## config.mk

```make
export PLATFORM = sky130hd
export DESIGN_NAME = sme_iter
export DESIGN_NICKNAME = d
export VERILOG_FILES = /design/src/rtl/stack_machine_execute_unit_macros.svh /design/src/rtl/sme_pkg.sv /design/src/rtl/sme_iter.sv
export SDC_FILE = /design/constraint.sdc
export NUM_CORES = 1
export LEC_CHECK = 0
export ABC_AREA = 1
export BUFFER_PORTS_ARGS = -buffer_cell sky130_fd_sc_hd__buf_2
export CAP_MARGIN = 10
export CORE_ASPECT_RATIO = 0.7
export CORE_UTILIZATION = 40
export CTS_BUF_LIST = sky130_fd_sc_hd__clkbuf_8
export DETAILED_ROUTE_END_ITERATION = 10
export GPL_TIMING_DRIVEN = 0
export PLACE_DENSITY = 0.56
export SLEW_MARGIN = 20
export SYNTH_ARGS = -nofsm -noshare
export SYNTH_HDL_FRONTEND = slang
export SYNTH_SLANG_ARGS = --single-unit
export TNS_END_PERCENT = 50
```

## constraint.sdc

```tcl
create_clock -name clock -period 4.4 [get_ports clock]
set_input_delay 0.22 -clock clock [delete_from_list [all_inputs] [get_ports clock]]
set_output_delay 0.22 -clock clock [all_outputs]
set_load 0.03 [all_outputs]
```

## src/rtl/stack_machine_execute_unit_macros.svh

```systemverilog
// Assertion macros for the stack machine execute unit.
`ifndef STACK_MACHINE_EXECUTE_UNIT_MACROS_SVH
`define STACK_MACHINE_EXECUTE_UNIT_MACROS_SVH
`define SME_ASSERT_IMPL(label, clk, rst, ante, cons, msg) \
   label: assert property (@(posedge clk) disable iff (rst) (ante) |-> (cons)) \
      else $error(msg);
`define SME_ASSERT_NEXT(label, clk, rst, ante, cons, msg) \
   label: assert property (@(posedge clk) disable iff (rst) (ante) |=> (cons)) \
      else $error(msg);
`endif

```

## src/rtl/sme_pkg.sv

```systemverilog
// Package with opcodes, fault codes and sizes for the stack machine execute unit.
package sme_pkg;
   localparam int RegisterCount = 16;
   localparam int MemoryDepth   = 256;
   localparam int StackDepth    = 256;
   localparam int ReturnDepth   = 64;

   localparam logic [4:0] OP_PUSH = 5'd1;
   localparam logic [4:0] OP_POP  = 5'd2;
   localparam logic [4:0] OP_ADD  = 5'd3;
   localparam logic [4:0] OP_SUB  = 5'd4;
   localparam logic [4:0] OP_MUL  = 5'd5;
   localparam logic [4:0] OP_DIV  = 5'd6;
   localparam logic [4:0] OP_HALT = 5'd8;
   localparam logic [4:0] OP_JNE  = 5'd9;
   localparam logic [4:0] OP_JA   = 5'd10;
   localparam logic [4:0] OP_CALL = 5'd11;
   localparam logic [4:0] OP_RET  = 5'd12;
   localparam logic [4:0] OP_DRAW = 5'd13;
   localparam logic [4:0] OP_JE   = 5'd14;
   localparam logic [4:0] OP_JB   = 5'd15;
   localparam logic [4:0] OP_SQRT = 5'd16;
   localparam logic [4:0] OP_IN   = 5'd17;
   localparam logic [4:0] OP_OUT  = 5'd18;

   localparam logic [2:0] FLT_NONE  = 3'd0;
   localparam logic [2:0] FLT_UNDER = 3'd1;
   localparam logic [2:0] FLT_OVER  = 3'd2;
   localparam logic [2:0] FLT_DIV0  = 3'd3;
   localparam logic [2:0] FLT_OPC   = 3'd4;
   localparam logic [2:0] FLT_ADDR  = 3'd5;

   typedef struct packed {
      logic        start;
      logic        is_sqrt;
      logic [31:0] num;
      logic [31:0] den;
   } iter_req_type;

   typedef struct packed {
      logic        done;
      logic [31:0] result;
   } iter_rsp_type;
endpackage

```

## src/rtl/sme_iter.sv

```systemverilog
// Shared iterative unit: signed divide or integer square root, one bit per cycle.
module sme_iter (
   input  logic                  clock,
   input  logic                  reset,
   input  sme_pkg::iter_req_type req,
   output sme_pkg::iter_rsp_type rsp
);
   logic        busy_ff, busy_in;
   logic        sqrt_ff, sqrt_in;
   logic        neg_ff, neg_in;
   logic [5:0]  cnt_ff, cnt_in;
   logic [31:0] quo_ff, quo_in;   // quotient or root being built
   logic [32:0] rem_ff, rem_in;   // partial remainder
   logic [31:0] num_ff, num_in;   // dividend or radicand shifted out from the top
   logic [31:0] den_ff, den_in;
   logic        done_ff, done_in;
   logic [32:0] trial;
   logic [33:0] strial;
   logic [33:0] rem2;

   always_comb begin
      busy_in = busy_ff;
      sqrt_in = sqrt_ff;
      neg_in  = neg_ff;
      cnt_in  = cnt_ff;
      quo_in  = quo_ff;
      rem_in  = rem_ff;
      num_in  = num_ff;
      den_in  = den_ff;
      done_in = 1'b0;
      trial   = '0;
      rem2    = '0;
      strial  = '0;
      if (req.start) begin
         busy_in = 1'b1;
         sqrt_in = req.is_sqrt;
         neg_in  = req.num[31] ^ req.den[31];
         num_in  = (req.num[31] && !req.is_sqrt) ? 32'd0 - req.num : req.num;
         den_in  = req.den[31] ? 32'd0 - req.den : req.den;
         quo_in  = '0;
         rem_in  = '0;
         cnt_in  = '0;
      end else if (busy_ff) begin
         if (sqrt_ff) begin
            // Two radicand bits per step; 16 steps.
            rem2   = {rem_ff[31:0], num_ff[31:30]};
            strial = {16'd0, quo_ff[15:0], 2'b01};
            if (rem2 >= strial) begin
               rem_in = rem2[32:0] - strial[32:0];
               quo_in = {quo_ff[30:0], 1'b1};
            end else begin
               rem_in = rem2[32:0];
               quo_in = {quo_ff[30:0], 1'b0};
            end
            num_in = {num_ff[29:0], 2'b00};
            if (cnt_ff == 6'd15) begin
               busy_in = 1'b0;
               done_in = 1'b1;
            end
         end else begin
            trial = {rem_ff[31:0], num_ff[31]};
            if (trial >= {1'b0, den_ff}) begin
               rem_in = trial - {1'b0, den_ff};
               quo_in = {quo_ff[30:0], 1'b1};
            end else begin
               rem_in = trial;
               quo_in = {quo_ff[30:0], 1'b0};
            end
            num_in = {num_ff[30:0], 1'b0};
            if (cnt_ff == 6'd31) begin
               busy_in = 1'b0;
               done_in = 1'b1;
               if (neg_ff) quo_in = 32'd0 - quo_in;
            end
         end
         cnt_in = cnt_ff + 6'd1;
      end
   end

   always_ff @(posedge clock) begin
      if (reset) begin
         busy_ff <= 1'b0;
         done_ff <= 1'b0;
      end else begin
         busy_ff <= busy_in;
         done_ff <= done_in;
      end
      sqrt_ff <= sqrt_in;
      neg_ff  <= neg_in;
      cnt_ff  <= cnt_in;
      quo_ff  <= quo_in;
      rem_ff  <= rem_in;
      num_ff  <= num_in;
      den_ff  <= den_in;
   end

   assign rsp.done   = done_ff;
   assign rsp.result = quo_ff;
endmodule

```

==> results of run 1 <==
path summary, 6_finish.rpt:
kind	startpoint	to	slack, ns	cells past startpoint
min reg2reg	quo_ff[31]	quo_ff[31]	0.48	2
min	req[23]	den_ff[23]	0.03	2
max reg2reg	rem_ff[19]	quo_ff[28]	0.28	21
max	rem_ff[19]	quo_ff[28]	0.28	21
flip-flops by register name, indices dropped and copies added (netlist names), 6 cells and up:
| name | cells |
|---|---|
| cnt_ff | 6 |
| den_ff | 32 |
| num_ff | 32 |
| quo_ff | 32 |
| rem_ff | 32 |
report_power, final:
part	leakage [nW]	internal, mW	total, mW	switching [mW]
combinational	4.96	0.636	1.95	1.31
sequential	1.24	1.47	1.59	0.123
clock	0.203	0.481	1.07	0.589
per-stage QoR:
stage / cells / utilization (%) / total power [mW] / instance area (um^2)
2_1_floorplan: 1858 / - / 2.916 / 12100
3_3_place_gp: 2363 / 44.67 / 3.511 / 13110
3_5_place_dp: 2363 / 44.69 / 3.514 / 13110
4_1_cts: 2399 / 46.12 / 4.590 / 13530
5_1_grt: 2399 / 46.12 / 4.894 / 13530
6_report: 2399 / 46.12 / 4.613 / 13530
routing by layer:
layer | vias to the layer above | wire length, um | global-route usage [%]
met5 | - | 0 | 0
met4 | 0 | 548 | 4.964
met3 | 44 | 3995 | 8.179
met2 | 468 | 17140 | 39.27
met1 | 5868 | 20750 | 40.27
li1 | 6407 | - | -
layout make-up:
type / count / area [um^2] / area share [%]
buffer: 48 / 245.2 / 1.812
clock buffer: 19 / 261.5 / 1.932
clock inverter: 13 / 120.1 / 0.8875
inverter: 238 / 902.1 / 6.665
multi-input combinational: 1434 / 7535 / 55.67
sequential: 138 / 3423 / 25.29
tap: 405 / 506.7 / 3.744
timing repair buffer: 104 / 540.5 / 3.994
logic make-up (layout without fill, tap and decap cells):
group | after synthesis | count (layout) | synth area share [%]
xor gates and xnor gates | 80 | 80 | 5.790
DFF | 138 | 138 | 28.29
and+or+nand+nor | 961 | 961 | 35.17
adders and majority gates | 55 | 55 | 5.749
AOI/OAI and AO/OA | 338 | 338 | 15.55
buffers and inverters | 286 | 422 | 9.450
layout by cell type, fill, tap and decap left out, types with 14 or more instances in the layout:
cell type	instances
o21ai_0	149
nand2_1	434
nor2_1	256
a21oi_1	98
xor2_1	50
dfxtp_1	72
inv_1	224
clkbuf_8	19
nor3_1	33
nand3_1	130
ha_1	54
nand4_1	27
xnor2_1	30
o22ai_1	31
edfxtp_1	66
clkbuf_1	30
buf_2	107
nand2_2	14
repair_timing:
item | in CTS | in global routing
hold buffers | 4 | 0
setup buffers | 0 | 0
gates resized for setup | 0 | 0
hold endpoints to repair | 5 | 0
==> flow_summary_export.csv, run 1 <==
group,metric,value,unit
status,status,"finished, final reports clean",
clock_tree,cts_buffers,17,
synth,syn_area,0.01210,mm^2
cells_and_area,drive_above_1_share,11.28,%
detailed_routing,wl,42440,um
floorplanning,core_area,0.02934,mm^2
synth,synth_edf_count,66,
cells_and_area,fillers,3162,
timing,hold_slack,0.03066,ns
synth,yosysWarnings,0,
worst_setup_path,crit_path_top_delay_cell,"dfxtp_1",
clock_tree,worstSkewPairLatency,0.52,ns
synth,synthesis.nets,1981,
worst_setup_path,cp-start-kind,"flip-flop",
timing,max_slew_margin,30.25,%
detailed_routing,ant_nets,0,
detailed_routing,drtPass1Iterations,6,
pwr,p_leak,6.408,nW
pwr,powerDensity,340.9,mW/mm^2
timing,fin_crit_sh,93.53,%
detailed_routing,wire_per_inst,17.69,um
worst_setup_path,crit_type,"reg -> reg",
placed_design,dpl_worst_slack,0.3978,ns
timing,fin_crit,4.115,ns
global_route,grt_max_degree,42,
synth,ys_types,60,
synth,synthMostInstantiatedCell,"nand2_1",
timing,fin_worst_skew,0.01953,ns
worst_setup_path,worst_path_most_repeated_cell,"nand2_1",
floorplanning,die_area,0.03096,mm^2
synth,synth_seq_area_share,28.29,%
synth,syn-mean-instance-area,6.513,um^2
synth,ys_seq_elements,138,
global_route,grt_pass1_vias,11460,
timing,maxSlewViolCount,0,
global_route,antenna_found_initial,0,
clock_tree,htree_levels,4,
worst_setup_path,worst-endpoint-required,4.77,ns
worst_setup_path,end_kind,"flip-flop",
floorplanning,rows,52,
clock_tree,clockBufferDepth,2,
placed_design,hpwl,34310,um
timing,setup_ws,0.2845,ns
timing,rsz0062_at_grt,"false",
worst_setup_path,critPathMaxStageDelay,0.56,ns
synth,synth_top_area_share,16.38,%
floorplanning,io_pins,101,
timing,worstMarginPinSlew,1.046,ns
global_route,grt_pass1_wl,64580,um
floorplanning,start_util,41.24,%
global_route,grtUsageTotal,27.36,%
synth,synth_area_leaders,"edfxtp_1, nand2_1, dfxtp_1, nor2_1, inv_1",
min_path,holdCritPathClass,"in -> reg",
timing,setup_tns,0,ns
worst_setup_path,cp_top_family,"simple AND/OR/NAND/NOR gates",
cells_and_area,num_antenna_cells,0,
job,drv_cap,0,
detailed_routing,routed_via_density,5.330,
synth,synthTopCellsByCount,"nand2_1, nor2_1, inv_1",
pwr,irDropWorstVdd,0.1485,mV
detailed_routing,via_count,12790,
worst_setup_path,crit_arrival,4.49,ns
clock_tree,cts.clk_slew.worst_paths,0.09,ns
synth,yosys.area.top_type,"edfxtp_1",
worst_setup_path,critPathBufInv,4,
worst_setup_path,worstPathCellList,"ha_1 > a21oi_1 > nand2_1 > nand2_1 > nand2_1 > inv_2 > nor2_2 > nor2_4 > nand2_8 > inv_2 > buf_6 > ha_1 > nand3_1 > nor2_1 > inv_1 > nor2_2 > nand3_1 > o31ai_1 > nand2_1 > xnor2_1 > o22ai_1",
floorplanning,die_height,147.5,um
clock_tree,root_buffer,"clkbuf_8",
synth,synth_cells,1858,
cells_and_area,syn_to_final_growth,11.84,%
worst_setup_path,cp_max_fo,10,
cells_and_area,nets,2104,
timing,setup_violations,0,
detailed_routing,drt-initial-drc-count,1323,
global_route,grt_overflow,0,
clock_tree,cts.sinks,138,
detailed_routing,drc,0,
synth,async_flop_share,0,%
synth,synth_ff_type,"dfxtp_1",
placed_design,port_buffers,100,
clock_tree,cts_tree,"built",
floorplanning,die_x,209.9,um
placed_design,place_congestion,0.9834,
timing,clock.fmax,0.2430,GHz
timing,hold_violations,0,
Note: power is estimated with default switching activity, not from simulation.
==> inputs of run 2 (changes only) <==
--- a/config.mk
+++ b/config.mk
@@ -13,7 +13,6 @@
 export CTS_BUF_LIST = sky130_fd_sc_hd__clkbuf_8
 export DETAILED_ROUTE_END_ITERATION = 10
 export GPL_TIMING_DRIVEN = 0
-export PLACE_DENSITY = 0.56
 export SLEW_MARGIN = 20
 export SYNTH_ARGS = -nofsm -noshare
 export SYNTH_HDL_FRONTEND = slang
==> run 2 against run 1 <==
Net effect:
- utilization grew 0.23 points
- sequential share of layout area down 0.13 points
- clock skew grew 0.00081 ns
- maximum frequency is 0.34% lower
- total power grew 3.4%
- sequential power about the same
- clock power grew 15%
- highest routed layer unchanged
- routed wire length is 0.92% higher
- cell area increased by 0.50%
==> flow_summary_export.csv, run 2 (synthesis gave the netlist of run 1 again) <==
group,metric,value,unit
status,status,"finished, final reports clean",
detailed_routing,wire_per_inst,17.85,um
clock_tree,root_buffer,"clkbuf_8",
detailed_routing,wl_met3,4010,um
timing,max_slew_margin,46.76,%
clock_tree,cts_tree,"built",
detailed_routing,ant_nets,0,
pwr,power_switching,2.003,mW
min_path,worstHoldStart,"req[30]",
detailed_routing,wl_met1,21010,um
floorplanning,io_pins,101,
clock_tree,cts_buffers,17,
pwr,pwr-share-clk,25.9,%
clock_tree,clockBufferDepth,2,
cells_and_area,syn_to_final_growth,12.40,%
cells_and_area,final_common_cell,"nand2_1",
worst_setup_path,crit_arrival,4.49,ns
detailed_routing,wl,42830,um
timing,fin_crit_sh,93.86,%
pwr,p_sw_share,42.00,%
min_path,whs_endpoint,"den_ff[30]",
worst_setup_path,cp-start-kind,"flip-flop",
placed_design,place_inst,2363,
detailed_routing,via_count,12840,
cells_and_area,num_antenna_cells,0,
detailed_routing,maxUsedRoutingLayer,"met4",
placed_design,hpwl,34270,um
pwr,pwr-share-seq,33.2,%
clock_tree,worstSkewPairLatency,0.51,ns
cells_and_area,drive_above_1_share,11.23,%
cells_and_area,nets,2104,
pwr,powerDensity,350.7,mW/mm^2
pwr,p_comb_share,40.9,%
pwr,p_int,2.766,mW
placed_design,place_area,0.01311,mm^2
timing,fin_worst_skew,0.02034,ns
worst_setup_path,crit_type,"reg -> reg",
placed_design,place_congestion,0.9875,
detailed_routing,drt-initial-drc-count,1177,
timing,clock.fmax,0.2421,GHz
worst_setup_path,cp_max_fo,10,
cells_and_area,layout_common_cells,"nand2_1, nor2_1, inv_1",
global_route,grt_max_degree,42,
detailed_routing,wl_met2,17190,um
worst_setup_path,worst-r2r-setup-slack,0.27,ns
placed_design,port_buffers,100,
worst_setup_path,r2r_end,"quo_ff[28]",
timing,setup_ws,0.2703,ns
global_route,grt_pass1_vias,11740,
clock_tree,cts.sinks,138,
job,drv_cap,0,
worst_setup_path,r2r-start,"rem_ff[27]",
placed_design,dpl_worst_slack,0.3961,ns
cells_and_area,final_util,46.35,%
detailed_routing,drc,0,
timing,setup_tns,0,ns
clock_tree,htree_levels,4,
floorplanning,die_area,0.03096,mm^2
timing,fin_crit,4.130,ns
timing,rsz0062_at_grt,"false",
floorplanning,rows,52,
global_route,antenna_found_initial,0,
floorplanning,start_util,41.24,%
pwr,irDropWorstVdd,0.1866,mV
timing,worstMarginPinSlew,0.7987,ns
floorplanning,die_height,147.5,um
timing,hold_violations,0,
global_route,grtUsageTotal,28.03,%
timing,setup_violations,0,
cells_and_area,final_cell_area,0.01360,mm^2
clock_tree,post_cts_resized,0,
worst_setup_path,end_kind,"flip-flop",
global_route,grt_overflow,0,
floorplanning,die_x,209.9,um
timing,maxSlewViolCount,0,
detailed_routing,drtPass1Iterations,5,
global_route,grt_pass1_wl,66670,um
min_path,holdCritPathClass,"in -> reg",
worst_setup_path,worst-endpoint-required,4.76,ns
pwr,p_leak,6.442,nW
min_path,hold_depth,2,
cells_and_area,fin_cells,2399,
timing,hold_slack,0.03202,ns
floorplanning,core_area,0.02934,mm^2
pwr,power,4.770,mW
detailed_routing,routed_via_density,5.351,
worst_setup_path,rr_worst_depth,19,
clock_tree,cts.clk_slew.worst_paths,0.09,ns
==> run 2: changes by cell type in the layout (fill, tap and decap cells not counted) <==
cell       before  now
inv_6           4    2
bufinv_16       1    4
inv_4           2    3
clkbuf_8       19   20
clkinv_4        5    2
inv_1         224  225
buf_2         107  106
clkinv_2        3    2
buf_4           5    6
==> run 2: worst max-delay path by stage <==
stage	slack, ns	end	cells past startpoint	start
final	0.27	quo_ff[28]	19	rem_ff[27]
after global placement	0.33	quo_ff[28]	21	rem_ff[6]
after global routing	0.04	quo_ff[28]	21	rem_ff[6]
after detailed placement	0.40	quo_ff[28]	21	rem_ff[6]
after floorplan	1.33	quo_ff[30]	20	rem_ff[27]
after CTS	0.39	quo_ff[28]	21	rem_ff[6]
==> run 2: per-layer routing <==
layer | track usage, % | vias to the layer above
met5 | 0 | -
met4 | 6.314 | 0
met3 | 7.308 | 42
met2 | 39.68 | 476
met1 | 41.90 | 5931
li1 | - | 6389
==> run 2: worst max-delay path, cell delays in order (launching register included) <==
cell     delay [ns]
dfxtp_1        0.49
ha_1           0.35
a21oi_1        0.28
nand2_1        0.12
a21oi_1        0.22
nand2_2        0.11
nor2_4         0.23
nand2_8        0.14
inv_2          0.09
buf_6          0.16
ha_1           0.18
nand3_1        0.10
nor2_1         0.15
inv_1          0.08
nor2_2         0.15
nand3_1        0.20
o31ai_1        0.52
nand2_1        0.13
xnor2_1        0.17
o22ai_1        0.08
==> run 2: repair_timing <==
item | in CTS | in global routing
setup buffers | 0 | 0
endpoints found under the hold margin | 5 | 0
hold buffers | 4 | 0
setup endpoints to repair | 0 | 0
==> run 2: final cells by class <==
| type | count | area (um^2) |
|---|---|---|
| buffer | 48 | 245.2 |
| clock buffer | 20 | 275.3 |
| clock inverter | 12 | 171.4 |
| fill | 3120 | 15740 |
| inverter | 238 | 902.1 |
| multi-input combinational | 1434 | 7535 |
| sequential | 138 | 3423 |
| tap | 405 | 506.7 |
| timing repair buffer | 104 | 543.0 |
==> run 2: power groups by stage <==
stage / Clock (mW) / Combinational (mW) / Sequential (mW)
final: 1.23 / 1.95 / 1.58
after global routing: 1.31 / 2.16 / 1.59
after CTS: 1.26 / 1.91 / 1.58
after detailed placement: 0 / 1.90 / 1.61
after global placement: 0 / 1.89 / 1.61
after floorplan: 0 / 1.36 / 1.55
